<file path="src/design/usg_pkg.sv">
package usg_pkg;

   localparam int MAX_UPSAMPLE_DEF = 64;
   localparam int PHASE_BITS_DEF   = 32;
   localparam int SAMPLE_BITS_DEF  = 16;

   localparam logic [6:0]  UPSAMPLE_RESET   = 7'd64;
   localparam logic [31:0] FREQ_SCALE_RESET = 32'd12466055;

   localparam logic CSR_UPSAMPLE   = 1'b0;
   localparam logic CSR_FREQ_SCALE = 1'b1;

   localparam logic KIND_PITCH = 1'b0;
   localparam logic KIND_FLUSH = 1'b1;

   localparam logic signed [31:0] C1 = 32'sd1686629713;
   localparam logic signed [31:0] C3 = -32'sd693598668;
   localparam logic signed [31:0] C5 = 32'sd85569306;
   localparam logic signed [31:0] C7 = -32'sd5026995;
   localparam logic signed [31:0] C9 = 32'sd172272;

   typedef struct packed {
      logic        run;
      logic [47:0] s0;
      logic [47:0] s1;
   } frame_type;

   typedef enum logic [2:0] {
      ST_IDLE, ST_DIV, ST_RUN
   } back_state_type;

   typedef enum logic [3:0] {
      SN_IDLE, SN_T2, SN_P7, SN_P5, SN_P3, SN_P1, SN_S, SN_M, SN_OUT
   } sine_state_type;

endpackage

</file>
<file path="src/design/usg_front.sv">
module usg_front #(
   parameter int PHASE_BITS = usg_pkg::PHASE_BITS_DEF
) (
   input  logic                  clock,
   input  logic                  reset,
   input  logic                  req_valid,
   output logic                  req_stall,
   input  logic                  req_kind,
   input  logic [15:0]           req_f0,
   input  logic [31:0]           freq_scale,
   output logic                  q_valid,
   input  logic                  q_stall,
   output usg_pkg::frame_type    q_frame,
   output logic                  q_flush
);
   // stage 1: register product of new frame; stage 2: pair with pending
   logic              pend_valid_ff, pend_valid_in;
   logic [15:0]       pend_f0_ff, pend_f0_in;
   logic              s1v_ff, s1v_in;
   logic              s1kind_ff;
   logic [47:0]       s1inc_ff;
   logic [15:0]       s1f0_ff;
   logic              q_valid_ff, q_valid_in;
   usg_pkg::frame_type q_frame_ff, q_frame_in;
   logic              q_flush_ff, q_flush_in;
   logic              s1_take;
   logic [47:0]       prod;
   logic [47:0]       pend_prod;
   logic [47:0]       pend_inc;

   assign prod = 48'(req_f0) * 48'(freq_scale);
   // pending increment uses the scale in force when the frame is emitted
   assign pend_prod = 48'(pend_f0_ff) * 48'(freq_scale);
   assign pend_inc  = 48'(pend_prod >> (40 - PHASE_BITS));
   // stage 1 moves to 2 when output slot free or will free
   assign s1_take   = s1v_ff && (!q_valid_ff || !q_stall);
   assign req_stall = s1v_ff && !s1_take;
   assign q_valid = q_valid_ff;
   assign q_frame = q_frame_ff;
   assign q_flush = q_flush_ff;

   always_comb begin
      s1v_in        = s1v_ff;
      pend_valid_in = pend_valid_ff;
      pend_f0_in    = pend_f0_ff;
      q_valid_in    = q_valid_ff && q_stall;
      q_frame_in    = q_frame_ff;
      q_flush_in    = q_flush_ff;
      if (s1_take) begin
         s1v_in = 1'b0;
         if (pend_valid_ff) begin
            q_valid_in   = 1'b1;
            q_frame_in.run = 1'b1;
            q_frame_in.s0 = pend_inc;
            q_frame_in.s1 = (s1kind_ff == usg_pkg::KIND_FLUSH) ? pend_inc : s1inc_ff;
            q_flush_in   = s1kind_ff;
         end else if (s1kind_ff == usg_pkg::KIND_FLUSH) begin
            q_valid_in = 1'b1;
            q_frame_in = '0;
            q_flush_in = 1'b1;
         end
         pend_valid_in = (s1kind_ff == usg_pkg::KIND_PITCH);
         pend_f0_in    = s1f0_ff;
      end
      if (req_valid && !req_stall)
         s1v_in = 1'b1;
   end

   always_ff @(posedge clock) begin
      if (reset) begin
         s1v_ff        <= 1'b0;
         pend_valid_ff <= 1'b0;
         q_valid_ff    <= 1'b0;
      end else begin
         s1v_ff        <= s1v_in;
         pend_valid_ff <= pend_valid_in;
         q_valid_ff    <= q_valid_in;
      end
      pend_f0_ff  <= pend_f0_in;
      q_frame_ff  <= q_frame_in;
      q_flush_ff  <= q_flush_in;
      if (req_valid && !req_stall) begin
         s1kind_ff <= req_kind;
         s1f0_ff   <= req_f0;
         s1inc_ff  <= 48'(prod >> (40 - PHASE_BITS));
      end
   end
endmodule

</file>
<file path="config.mk">
export PLATFORM = sky130hd
export DESIGN_NAME = usg_front
export DESIGN_NICKNAME = d
export VERILOG_FILES = /design/src/design/usg_pkg.sv /design/src/design/usg_front.sv
export SDC_FILE = /design/constraint.sdc
export NUM_CORES = 2
export LEC_CHECK = 0
export BUFFER_PORTS_ARGS = -buffer_cell sky130_fd_sc_hd__buf_2
export CAP_MARGIN = 20
export CORE_UTILIZATION = 30
export CTS_BUF_LIST = sky130_fd_sc_hd__clkbuf_4 sky130_fd_sc_hd__clkbuf_8 sky130_fd_sc_hd__clkbuf_16
export CTS_CLUSTER_DIAMETER = 60
export CTS_CLUSTER_SIZE = 24
export DETAILED_ROUTE_END_ITERATION = 8
export HOLD_SLACK_MARGIN = 0.12
export PLACE_DENSITY = 0.53
export SLEW_MARGIN = 30
export SYNTH_ARGS = -nofsm -noshare
export SYNTH_HDL_FRONTEND = slang
export SYNTH_SLANG_ARGS = --single-unit
</file>
<file path="constraint.sdc">
create_clock -name clock -period 7.5 [get_ports clock]
set_input_delay 1.125 -clock clock [delete_from_list [all_inputs] [get_ports clock]]
set_output_delay 1.125 -clock clock [all_outputs]
set_load 0.01 [all_outputs]
</file>
==> impl_metrics.yaml <==
status:
  status: "completed"
clock_tree:
  ctsLongestPathBuffers: 2
  cts_max_level: 4
  cts_tree: "built"
  hold_buffers: 0
  cts_buf_count: 17
  postCtsSetupRepairBufs: 0
  insertion_delay_ns: 0.49
  cts.sink_count: 158
  root_buffer: "sky130_fd_sc_hd__clkbuf_16"
  path_clk_slew_ns: 0.08
timing:
  finalWorstPathRequiredPeriod_ns: 7.31
  period_share_pct: 97.4
  hold_vio_cnt_final: 0
  maxClockFrequency_ghz: 0.137
  final.setup_skew_ns: 0.0186
  final_max_slew_viol_count: 0
  max_slew.worst_pin.slew_ns: 0.941
  remaining_max_slew_budget_at_the_tightest_pin_pct: 37.2
  setup-violations-final: 0
detailed_routing:
  firstDrtPassIters: 5
  detail-route-antenna-nets: 0
  route.vias.total: 27200
  route.detailed.vias_per_inst: 4.51
  drt_drc_violations_left: 0
  dr.first_iter.drc_count: 1348
  final_routed_wirelength_um: 104000
  detail_route.wl_per_cell_um: 17.2
synth:
  synth-async-reset-ratio_pct: 0
  ys.flop_type: "sky130_fd_sc_hd__edfxtp_1"
  syn_avg_cell_area_sq_um: 9.31
  synth.top_cell.area_share_pct: 44.7
  synth.yosys.seq_area_share_pct: 12.6
  synth-seq-cells: 158
  synth_area_sq_mm: 0.0373
  synth_largest_area_cell: "sky130_fd_sc_hd__fa_1"
  yosysWarningCount: 0
  number_of_flops_mapped_to_enable_cells_by_yosys: 155
  synthesis.instances: 4009
  post_synth_main_area_contributors: "sky130_fd_sc_hd__fa_1 (45%), sky130_fd_sc_hd__edfxtp_1 (12%), sky130_fd_sc_hd__inv_1 (9.5%)"
  synth_cell_type_count: 69
cells_and_area:
  synthToLayoutAreaGrowth_pct: 16.0
  multiInputGateArea_sq_mm: 0.0283
  nets: 5489
  final_util_pct: 35.0
  number_of_filler_instances_in_the_final_layout: 12700
  layout-drive-gt1-share_pct: 13.9
  ff_latch_area_sq_mm: 0.00471
worst_setup_path:
  cp-startpoint: "req_f0[5]"
  timing.rr.start: "pend_f0_ff[4]$_DFFE_PP_"
  timing.critical_path.required_ns: 7.74
  critical_path.startpoint_type: "input pin"
  path_class: "input pin to register"
  critPathMaxStageDelay_ns: 0.54
  crit_path_end_kind: "register"
  timing.critical_path.slowest_stage_cell: "sky130_fd_sc_hd__fa_1"
  critical-path-top-cell-by-count: "sky130_fd_sc_hd__fa_1"
  timing.critical_path.fanout_max: 11
  worstPathArrival_ns: 7.54
global_routing:
  grt_pass1_wl_um: 165000
  grt_overflow_total: 0
  global_route.usage.total_pct: 16.9
  grt_antenna_before_repair: 11
  grt_pass1_vias: 29100
  grt_start_max_net_pins: 58
floorplanning:
  die_h_um: 355
  die_area_sq_mm: 0.126
  die_width_um: 355
  io-pin-count: 153
  floorplan.core_area_sq_mm: 0.124
  row_count: 129
  initial_utilization_pct: 30.2
min_path:
  min-delay-start: "s1f0_ff[1]$_DFFE_PP_"
  hp-class: "register to register"
placed_design:
  gp_congestion: 0.877
  dp_hpwl_um: 89400
  portBuffers: 136
run:
  maxCapViolations: 0
-- timing repair --
item,4_1_cts,5_1_grt
gates cloned,0,0
pin swaps,0,4
gates resized for setup,1,17
setup endpoints to repair,5,22
-- critical path: cells and delay by family --
kind,cells,cell delay (ns)
AO/OA/AOI/OAI,8,1.60
adder cells (fa/ha/maj),7,3.29
buffers and inverters,8,0.92
AND/OR/NAND/NOR,3,0.56
-- synth_stat cells (all sizes together), types with 3 or more instances --
cell / instances
and2: 395
xnor2: 47
o22a: 13
a22o: 7
xor2: 29
nor2: 68
a21o: 45
nand3: 12
o21ai: 39
o31ai: 7
nand2: 710
dfxtp: 3
nand2b: 7
edfxtp: 155
nor3: 19
a211oi: 10
nor4: 6
a21oi: 74
fa: 834
o21a: 11
o21bai: 9
a21boi: 3
nor2b: 6
a221o: 4
mux2i: 16
and3: 14
ha: 234
clkbuf: 206
nand4: 14
a31oi: 6
buf: 21
inv: 947
-- cells in the final DEF (no fill, tap or decap), types with 7 or more instances in the layout --
| cell | count |
|---|---|
| sky130_fd_sc_hd__inv_1 | 946 |
| sky130_fd_sc_hd__fa_1 | 834 |
| sky130_fd_sc_hd__nand2_1 | 710 |
| sky130_fd_sc_hd__and2_1 | 394 |
| sky130_fd_sc_hd__buf_4 | 391 |
| sky130_fd_sc_hd__ha_1 | 234 |
| sky130_fd_sc_hd__edfxtp_1 | 155 |
| sky130_fd_sc_hd__buf_2 | 131 |
| sky130_fd_sc_hd__a21oi_1 | 73 |
| sky130_fd_sc_hd__nor2_1 | 67 |
| sky130_fd_sc_hd__xnor2_1 | 47 |
| sky130_fd_sc_hd__a21o_1 | 45 |
| sky130_fd_sc_hd__o21ai_0 | 35 |
| sky130_fd_sc_hd__xor2_1 | 29 |
| sky130_fd_sc_hd__buf_12 | 24 |
| sky130_fd_sc_hd__nor3_1 | 17 |
| sky130_fd_sc_hd__clkbuf_16 | 17 |
| sky130_fd_sc_hd__mux2i_1 | 16 |
| sky130_fd_sc_hd__conb_1 | 16 |
| sky130_fd_sc_hd__nand4_1 | 14 |
| sky130_fd_sc_hd__and3_1 | 13 |
| sky130_fd_sc_hd__o22a_1 | 13 |
| sky130_fd_sc_hd__nand3_1 | 12 |
| sky130_fd_sc_hd__o21a_1 | 11 |
| sky130_fd_sc_hd__o21bai_1 | 9 |
| sky130_fd_sc_hd__nand2b_1 | 7 |
| sky130_fd_sc_hd__a22o_1 | 7 |
-- worst paths after layout --
kind,cells past startpoint,to,slack [ns]
hold / removal,0,pend_f0_ff[1]$_DFFE_PP_,0.42
setup reg to reg,25,q_frame[32]$_SDFFCE_PN0P_,0.45
hold reg to reg,0,pend_f0_ff[1]$_DFFE_PP_,0.42
setup / recovery,26,s1inc_ff[38]$_DFFE_PP_,0.19
-- per-layer routing --
| metal | vias up | share of wire, % | global-route usage, % |
|---|---|---|---|
| met5 | - | 0.065 | 0 |
| met4 | 10 | 1.8 | 3.90 |
| met3 | 106 | 5.1 | 1.76 |
| met2 | 676 | 48 | 28.3 |
| met1 | 13900 | 45 | 23.3 |
| li1 | 12500 | - | - |
-- metrics by stage --
step                cell area (sq um)  hold WS (ns)  std cells  setup WS (ns)  setup TNS (ns)
floorplan                       37400         0.400       4024          0.354               0
global placement                42600         0.403       5986         -0.622          -14.54
detailed placement              42600         0.407       5986         -0.621          -14.83
CTS                             43200         0.419       6018         0.0128               0
global route                    43300         0.430       6018       -0.00773        -0.00773
finish                          43300         0.416       6019          0.192               0
-- registers in the layout (all words and copies together) (netlist names) --
register	cells
pend_f0_ff	16
pend_valid_ff	1
q_flush	1
q_frame	81
q_valid	1
s1f0_ff	16
s1inc_ff	40
s1kind_ff	1
s1v_ff	1
-- kinds of logic after synthesis --
| logic type | synth area share [%] |
|---|---|
| flops | 12.6 |
| buf+inv | 12.0 |
| fa+ha+maj | 52.6 |
| simple gates | 15.9 |
| compound gates | 4.69 |
| xor+xnor | 1.78 |
| other cells | 0.0100 |
| mux | 0.429 |
-- cell type report --
cell class / instances / share of cell area [%]
flip-flops and latches: 158 / 10.9
inverters: 948 / 8.22
repair buffers: 552 / 9.52
clock inverters: 15 / 0.306
diodes: 1 / 0.00578
multi-input cells: 2691 / 65.4
clock buffers: 17 / 0.982
well taps: 1637 / 4.73
Power is left out: the tool's default activity adds up to more than one toggle a clock period on the data nets, which glitch-free logic cannot reach.
