File: src/design/usg_pkg.sv
package usg_pkg;

   localparam int MAX_UPSAMPLE_DEF = 64;
   localparam int PHASE_BITS_DEF   = 32;
   localparam int SAMPLE_BITS_DEF  = 16;

   localparam logic [6:0]  UPSAMPLE_RESET   = 7'd64;
   localparam logic [31:0] FREQ_SCALE_RESET = 32'd12466055;

   localparam logic CSR_UPSAMPLE   = 1'b0;
   localparam logic CSR_FREQ_SCALE = 1'b1;

   localparam logic KIND_PITCH = 1'b0;
   localparam logic KIND_FLUSH = 1'b1;

   localparam logic signed [31:0] C1 = 32'sd1686629713;
   localparam logic signed [31:0] C3 = -32'sd693598668;
   localparam logic signed [31:0] C5 = 32'sd85569306;
   localparam logic signed [31:0] C7 = -32'sd5026995;
   localparam logic signed [31:0] C9 = 32'sd172272;

   typedef struct packed {
      logic        run;
      logic [47:0] s0;
      logic [47:0] s1;
   } frame_type;

   typedef enum logic [2:0] {
      ST_IDLE, ST_DIV, ST_RUN
   } back_state_type;

   typedef enum logic [3:0] {
      SN_IDLE, SN_T2, SN_P7, SN_P5, SN_P3, SN_P1, SN_S, SN_M, SN_OUT
   } sine_state_type;

endpackage

File: src/design/usg_sine.sv
module usg_sine #(
   parameter int PHASE_BITS  = usg_pkg::PHASE_BITS_DEF,
   parameter int SAMPLE_BITS = usg_pkg::SAMPLE_BITS_DEF
) (
   input  logic                   clock,
   input  logic                   reset,
   input  logic                   start,
   input  logic [PHASE_BITS-1:0]  phase,
   output logic                   busy,
   output logic                   done,
   output logic [15:0]            result
);
   localparam logic [63:0] AMP = 64'((64'd1 << (SAMPLE_BITS - 1)) - 1);

   usg_pkg::sine_state_type st_ff, st_in;
   logic [1:0]          quad_ff;
   logic [30:0]         t_ff;
   logic [30:0]         t2_ff;
   logic signed [32:0]  p_ff, p_in;
   logic [15:0]         res_ff;
   logic [15:0]         p16;
   logic [14:0]         x;
   logic [32:0]         pmag;
   logic [30:0]         mulb;
   logic [63:0]         prod;
   logic signed [32:0]  mq;
   logic signed [31:0]  coef;
   logic [63:0]         mscaled;
   logic [63:0]         m;

   assign p16 = phase[PHASE_BITS-1 -: 16];
   assign x   = p16[14] ? 15'(15'd16384 - 15'(p16[13:0])) : 15'(p16[13:0]);

   always_comb begin
      mulb = (st_ff == usg_pkg::SN_T2 || st_ff == usg_pkg::SN_S) ? t_ff : t2_ff;
      pmag = (st_ff == usg_pkg::SN_T2) ? 33'(t_ff) : (p_ff[32] ? 33'(-p_ff) : 33'(p_ff));
      prod = 64'(pmag) * 64'(mulb);
      mq   = p_ff[32] && st_ff != usg_pkg::SN_T2 ? -33'(prod >> 30) : 33'(prod >> 30);
      unique case (st_ff)
         usg_pkg::SN_P7: coef = usg_pkg::C7;
         usg_pkg::SN_P5: coef = usg_pkg::C5;
         usg_pkg::SN_P3: coef = usg_pkg::C3;
         default:        coef = usg_pkg::C1;
      endcase
      mscaled = 64'(p_ff[31:0]) * AMP + (64'd1 << 29);
      m = mscaled >> 30;
      if (m > AMP) m = AMP;
   end

   always_comb begin
      st_in = st_ff;
      unique case (st_ff)
         usg_pkg::SN_IDLE: if (start) st_in = usg_pkg::SN_T2;
         usg_pkg::SN_T2:   st_in = usg_pkg::SN_P7;
         usg_pkg::SN_P7:   st_in = usg_pkg::SN_P5;
         usg_pkg::SN_P5:   st_in = usg_pkg::SN_P3;
         usg_pkg::SN_P3:   st_in = usg_pkg::SN_P1;
         usg_pkg::SN_P1:   st_in = usg_pkg::SN_S;
         usg_pkg::SN_S:    st_in = usg_pkg::SN_M;
         usg_pkg::SN_M:    st_in = usg_pkg::SN_OUT;
         usg_pkg::SN_OUT:  st_in = usg_pkg::SN_IDLE;
         default:          st_in = usg_pkg::SN_IDLE;
      endcase
   end

   always_comb begin
      p_in = p_ff;
      unique case (st_ff)
         usg_pkg::SN_T2: p_in = 33'(usg_pkg::C9);
         usg_pkg::SN_P7, usg_pkg::SN_P5, usg_pkg::SN_P3, usg_pkg::SN_P1:
            p_in = 33'(coef) + mq;
         usg_pkg::SN_S: p_in = mq[32] ? 33'sd0 : mq;
         default: p_in = p_ff;
      endcase
   end

   assign busy   = (st_ff != usg_pkg::SN_IDLE);
   assign done   = (st_ff == usg_pkg::SN_OUT);
   assign result = res_ff;

   always_ff @(posedge clock) begin
      if (reset) st_ff <= usg_pkg::SN_IDLE;
      else       st_ff <= st_in;
      p_ff <= p_in;
      if (st_ff == usg_pkg::SN_IDLE && start) begin
         quad_ff <= p16[15:14];
         t_ff    <= {x, 16'd0};
      end
      if (st_ff == usg_pkg::SN_T2) t2_ff <= 31'(prod >> 30);
      if (st_ff == usg_pkg::SN_M)
         res_ff <= quad_ff[1] ? 16'(-m) : 16'(m);
   end
endmodule

File: src/design/usg_back.sv
module usg_back #(
   parameter int MAX_UPSAMPLE = usg_pkg::MAX_UPSAMPLE_DEF,
   parameter int PHASE_BITS   = usg_pkg::PHASE_BITS_DEF,
   parameter int SAMPLE_BITS  = usg_pkg::SAMPLE_BITS_DEF
) (
   input  logic               clock,
   input  logic               reset,
   input  logic [6:0]         upsample,
   input  logic               q_valid,
   output logic               q_stall,
   input  usg_pkg::frame_type q_frame,
   input  logic               q_flush,
   output logic               rsp_valid,
   input  logic               rsp_stall,
   output logic [15:0]        rsp_sample,
   output logic               rsp_last_in_run
);
   usg_pkg::back_state_type st_ff, st_in;
   logic [PHASE_BITS-1:0] phase_ff;
   logic [PHASE_BITS-1:0] phase_next;
   logic [47:0]  s0_ff;
   logic [48:0]  ds_ff;       // magnitude, shifted out from the top during divide
   logic         neg_ff;
   logic [48:0]  dq_ff;
   logic [6:0]   dr_ff;
   logic [6:0]   u_ff;
   logic [5:0]   bit_ff;
   logic [48:0]  rq_ff;
   logic [6:0]   rr_ff;
   logic [6:0]   n_ff;
   logic         flush_ff;
   logic         sine_wait_ff;
   logic         ov_ff;
   logic [15:0]  ov_smp_ff;
   logic         ov_last_ff;
   logic         sine_start, sine_busy, sine_done;
   logic [15:0]  sine_res;
   logic [6:0]   u_sat;
   logic [48:0]  ds;
   logic [48:0]  rem;
   logic [48:0]  trial;
   logic [48:0]  dqf;
   logic [6:0]   drf;
   logic [48:0]  inc;
   logic [7:0]   rr_sum;

   always_comb begin
      if (upsample == 7'd0) u_sat = 7'd1;
      else if (32'(upsample) > MAX_UPSAMPLE) u_sat = 7'(MAX_UPSAMPLE);
      else u_sat = upsample;
   end

   assign ds = 49'(q_frame.s1) - 49'(q_frame.s0);
   // restoring division: dividend bits shift out of ds_ff top into the remainder
   assign rem   = {42'd0, dr_ff};
   assign trial = {rem[47:0], ds_ff[48]};
   // floor quotient/remainder from magnitude division
   always_comb begin
      if (!neg_ff || dr_ff == 7'd0) begin
         dqf = neg_ff ? -dq_ff : dq_ff;
         drf = dr_ff;
      end else begin
         dqf = -(dq_ff + 49'd1);
         drf = 7'(u_ff - dr_ff);
      end
   end

   assign inc    = 49'(s0_ff) + rq_ff;
   assign phase_next = PHASE_BITS'(49'(phase_ff) + inc);
   assign rr_sum = 8'(rr_ff) + 8'(drf);
   assign q_stall = (st_ff != usg_pkg::ST_IDLE);
   assign sine_start = (st_ff == usg_pkg::ST_RUN) && !sine_wait_ff && !ov_ff && !sine_busy;

   always_comb begin
      st_in = st_ff;
      unique case (st_ff)
         usg_pkg::ST_IDLE:
            if (q_valid) st_in = q_flush && !q_frame.run ? usg_pkg::ST_IDLE : usg_pkg::ST_DIV;
         usg_pkg::ST_DIV:
            if (bit_ff == 6'd0) st_in = usg_pkg::ST_RUN;
         usg_pkg::ST_RUN:
            if (ov_ff && !rsp_stall && ov_last_ff) st_in = usg_pkg::ST_IDLE;
         default: st_in = usg_pkg::ST_IDLE;
      endcase
   end

   usg_sine #(.PHASE_BITS(PHASE_BITS), .SAMPLE_BITS(SAMPLE_BITS)) u_sine (
      .clock(clock), .reset(reset), .start(sine_start), .phase(phase_next),
      .busy(sine_busy), .done(sine_done), .result(sine_res)
   );

   assign rsp_valid       = ov_ff;
   assign rsp_sample      = ov_smp_ff;
   assign rsp_last_in_run = ov_last_ff;

   always_ff @(posedge clock) begin
      if (reset) begin
         st_ff        <= usg_pkg::ST_IDLE;
         phase_ff     <= '0;
         ov_ff        <= 1'b0;
         sine_wait_ff <= 1'b0;
      end else begin
         st_ff <= st_in;
         unique case (st_ff)
            usg_pkg::ST_IDLE: begin
               if (q_valid) begin
                  s0_ff    <= q_frame.s0;
                  neg_ff   <= ds[48];
                  ds_ff    <= ds[48] ? -ds : ds;
                  dq_ff    <= '0;
                  dr_ff    <= '0;
                  u_ff     <= u_sat;
                  bit_ff   <= 6'd48;
                  flush_ff <= q_flush;
                  if (q_flush && !q_frame.run) phase_ff <= '0;
               end
            end
            usg_pkg::ST_DIV: begin
               ds_ff  <= {ds_ff[47:0], 1'b0};
               if (trial >= 49'(u_ff)) begin
                  dr_ff <= 7'(trial - 49'(u_ff));
                  dq_ff <= {dq_ff[47:0], 1'b1};
               end else begin
                  dr_ff <= 7'(trial);
                  dq_ff <= {dq_ff[47:0], 1'b0};
               end
               bit_ff <= bit_ff - 6'd1;
               rq_ff  <= '0;
               rr_ff  <= '0;
               n_ff   <= 7'd1;
            end
            usg_pkg::ST_RUN: begin
               if (sine_start) begin
                  phase_ff     <= phase_next;
                  sine_wait_ff <= 1'b1;
               end
               if (sine_done) begin
                  sine_wait_ff <= 1'b0;
                  ov_ff        <= 1'b1;
                  ov_smp_ff    <= sine_res;
                  ov_last_ff   <= (n_ff == u_ff);
                  n_ff         <= n_ff + 7'd1;
                  if (rr_sum >= 8'(u_ff)) begin
                     rr_ff <= 7'(rr_sum - 8'(u_ff));
                     rq_ff <= rq_ff + dqf + 49'd1;
                  end else begin
                     rr_ff <= 7'(rr_sum);
                     rq_ff <= rq_ff + dqf;
                  end
               end
               if (ov_ff && !rsp_stall) begin
                  ov_ff <= 1'b0;
                  if (ov_last_ff && flush_ff) phase_ff <= '0;
               end
            end
            default: ;
         endcase
      end
   end
endmodule

File: config.mk
export PLATFORM = sky130hd
export DESIGN_NAME = usg_back
export DESIGN_NICKNAME = d
export VERILOG_FILES = /design/src/design/usg_pkg.sv /design/src/design/usg_sine.sv /design/src/design/usg_back.sv
export SDC_FILE = /design/constraint.sdc
export NUM_CORES = 2
export LEC_CHECK = 0
export BUFFER_PORTS_ARGS = -buffer_cell sky130_fd_sc_hd__buf_2
export CORE_AREA = 2 2 452 499
export DETAILED_ROUTE_END_ITERATION = 6
export DIE_AREA = 0 0 454 501
export GPL_TIMING_DRIVEN = 0
export PLACE_DENSITY = 0.43
export SLEW_MARGIN = 20
export SYNTH_ARGS = -nofsm -noshare
export SYNTH_HDL_FRONTEND = slang
export SYNTH_SLANG_ARGS = --single-unit
File: constraint.sdc
create_clock -name clock -period 30.3 [get_ports clock]
set_input_delay 6.06 -clock clock [delete_from_list [all_inputs] [get_ports clock]]
set_output_delay 6.06 -clock clock [all_outputs]
set_load 0.05 [all_outputs]
==> results.py <==
metrics = {
    "sta": {
        "finalHoldViolCount": 0,
        "tightest_slew_ps": 1289,
        "max_freq_ghz": 0.06202,
        "tns_ps": 0,
        "grt_setup_unrepaired": "no",
        "period_share": 0.5321,
        "final-setup-viol-count": 0,
        "max-slew-margin-rel": 0.1408,
        "period_needed_ps": 16120,
        "maxSlewViolCount": 0,
        "setup_ws_ps": 14180,
        "finalClockSkew_ps": 49.37,
    },
    "synth": {
        "syn_nets": 9133,
        "synth_top_cells_by_area": "fa_1 (35%), edfxtp_1 (13%), ha_1 (11%)",
        "synth_most_common_cell": "inv_1",
        "synth_async_sr_flop_share": 0,
        "synth_cell_type_count": 106,
        "synth-edff-count": 294,
        "yosysSeqAreaShare": 0.1449,
        "ys_warn_count": 0,
        "yosysTopAreaCell": "fa_1",
        "avgSynthCellArea_sq_um": 9.149,
        "ys_ff_latch": 334,
        "yosys-top-cells-count": "inv_1 (1191), fa_1 (1177), nor2_1 (821), nand2_1 (819), ha_1 (583)",
        "syn-cell-area_sq_um": 66460,
        "synth_top_area_frac": 0.3545,
        "synth_ff_type": "edfxtp_1",
        "syn_inst": 7264,
    },
    "min_path": {
        "worstHoldPathCells": 0,
        "hold_start": "u_sine.result[3]",
        "hold_path_class": "reg -> reg",
        "hold_end": "rsp_sample[3]",
    },
    "clock_tree": {
        "htree_levels": 2,
        "hold_buffers": 0,
        "clock_latency_ps": 610,
        "cts-buffers-inserted": 41,
        "path_clk_slew_ps": 60,
        "clkSinkCount": 334,
        "cts_resized": 0,
        "postCtsSetupBuffers": 0,
        "clock_path_buffers": 3,
        "cts_tree": "built",
        "cts_root_buf": "clkbuf_16",
    },
    "placed_design": {
        "post-place-ws_ps": 14320,
        "numPortBuffers": 126,
        "dp_hpwl_um": 215800,
        "gp_congestion": 0.9983,
    },
    "worst_setup_path": {
        "r2r-start": "u_sine.p_ff[0]",
        "crit_required_ps": 30660,
        "path_buf_inv": 7,
        "ff2ff_path_depth": 46,
        "cp_max_fo": 10,
        "r2r_slack_ps": 14180,
        "critPathArrivalTime_ps": 16490,
        "worstReg2RegEnd": "u_sine.p_ff[30]",
        "cp_slowest_cell": "clkbuf_1",
        "critPathTopFamily": "adder cells",
        "slowest_delay_ps": 940,
        "critical_path_class": "reg -> reg",
        "cp-end-kind": "flip-flop",
        "start_kind": "flip-flop",
        "crit_top_cell": "fa_1",
    },
    "floorplanning": {
        "core_area_sq_um": 222500,
        "start_util": 0.2987,
        "fp.dieH_um": 501,
        "die_area_sq_um": 227500,
        "die_width_um": 454,
        "row_count": 182,
        "pin_count": 128,
    },
    "pwr": {
        "internal_power_uw": 1029,
        "combPwrFrac": 0.317,
        "powerDensity_nw_per_um2": 21.62,
        "p_leak_uw": 0.03335,
        "clkPwrFrac": 0.339,
        "power.net_switching_uw": 544.1,
        "switching_share": 0.3458,
        "vdd_drop_max_uv": 36.65,
        "power_frac_seq": 0.344,
    },
    "final_layout": {
        "nets": 9336,
        "nFillCells": 23300,
        "drive_above_1_share": 0.05307,
        "syn_to_final_growth_pct": 9.535,
    },
    "route": {
        "ant_nets": 0,
        "drc": 0,
        "drt_first_pass_iters": 5,
        "avgRoutedWirePerCell_um": 24.22,
        "routed_via_density": 4.994,
        "wirelength_um": 253000,
        "first_iter_violations": 3533,
        "num_vias": 52170,
    },
    "global_routing": {
        "grt_pass1_wl_um": 374600,
        "grt_pass1_vias": 55390,
        "grt_overflow_total": 0,
        "track_usage": 0.2246,
        "grt_max_degree": 28,
        "grt_antenna_before_repair": 12,
    },
    "run": {
        "drv_cap": 0,
    },
    "status": {
        "outcome": "finished, final reports clean",
    },
}
[cell type report]
type	count	area [sq um]	area share
multi-input combinational	5427	51290	0.7045
sequential	334	9629	0.1323
inverter	1194	4482	0.06156
tap	2944	3684	0.05060
buffer	309	1227	0.01686
clock buffer	52	1129	0.01550
timing repair buffer	160	1051	0.01444
clock inverter	24	305.3	0.004194
antenna	2	5.005	0.00006875
[cell families (layout without fill, tap and decap cells)]
group,after synthesis,count (layout),share of synthesized area
other,0,2,0
muxes,54,54,0.008585
xor gates and xnor gates,368,368,0.04895
and+or+nand+nor,2226,2226,0.1480
adders and majority gates,1760,1760,0.4643
DFF,334,334,0.1449
buffers and inverters,1503,1739,0.08523
AOI/OAI and AO/OA,1019,1019,0.1001
[routing by layer]
| layer | track usage | wire [um] | vias up |
|---|---|---|---|
| met1 | 0.2817 | 103800 | 26540 |
| met5 | 0 | 51 | - |
| met3 | 0.02605 | 12410 | 383 |
| li1 | - | - | 23730 |
| met2 | 0.3865 | 123300 | 1510 |
| met4 | 0.09915 | 13360 | 8 |
[registers in the layout, summed over array words and instances, names as in the netlist, 16 cells and up]
register,count
u_sine.result,16
phase_ff,32
u_sine.t2_ff,31
ds_ff,49
u_sine.p_ff,33
rq_ff,32
rsp_sample,16
dq_ff,32
s0_ff,32
[layout by cell type, fill, tap and decap left out, types with 16 or more instances in the layout]
master,n
a211oi_1,20
a21o_1,132
a21oi_1,277
a22oi_1,21
a31oi_1,37
and2_1,60
and3_1,54
buf_2,143
clkbuf_1,257
clkbuf_16,42
clkbuf_2,33
dfxtp_1,40
edfxtp_1,294
fa_1,1177
ha_1,583
inv_1,1191
mux2_2,24
mux2i_1,23
nand2_1,818
nand2b_1,43
nand3_1,69
nand4_1,57
nor2_1,818
nor2b_1,44
nor3_1,80
nor3b_1,17
nor4_1,20
o211ai_1,21
o21a_1,45
o21ai_0,207
o21bai_1,40
o22ai_1,16
o31ai_1,32
or2_2,35
or3_1,38
xnor2_1,240
xor2_1,124
[worst register-to-register path: cells and delay by family, from the launching register on]
kind	cells	cell delay, ps
compound gates	11	3390
fa+ha+maj	11	5300
flops	1	520
simple gates	14	2940
xor+xnor	3	950
buf+inv	7	2780
[worst max-delay path by stage]
stage / start / to / cells after the start / slack [ps]
finish: u_sine.p_ff[0] / u_sine.p_ff[30] / 46 / 14180
global route: u_sine.p_ff[0] / u_sine.p_ff[30] / 46 / 13220
CTS: u_sine.p_ff[0] / u_sine.p_ff[30] / 46 / 14250
detailed placement: u_sine.p_ff[0] / u_sine.p_ff[30] / 46 / 14320
global placement: reset / ds_ff[42] / 3 / 12700
floorplan: reset / bit_ff[0] / 3 / 16730
[power groups by stage]
stage | registers, uW | logic, uW | clock network [uW]
floorplan | 547 | 369 | 0
CTS | 541 | 501 | 554
finish | 541 | 499 | 534
detailed placement | 551 | 498 | 0
global route | 543 | 558 | 569
global placement | 555 | 490 | 0
[metrics by stage]
step / instances / utilization / instance area [sq um] / power, uW / hold WS (ps)
floorplan: 7264 / - / 66460 / 916.3 / 400.3
global placement: 10330 / 0.3181 / 70780 / 1044 / 406.7
detailed placement: 10370 / 0.3207 / 71360 / 1049 / 407.1
CTS: 10440 / 0.3272 / 72790 / 1596 / 422.7
global route: 10440 / 0.3272 / 72790 / 1670 / 436.5
finish: 10450 / 0.3272 / 72800 / 1574 / 419.4
(Power assumes the default switching activity.)
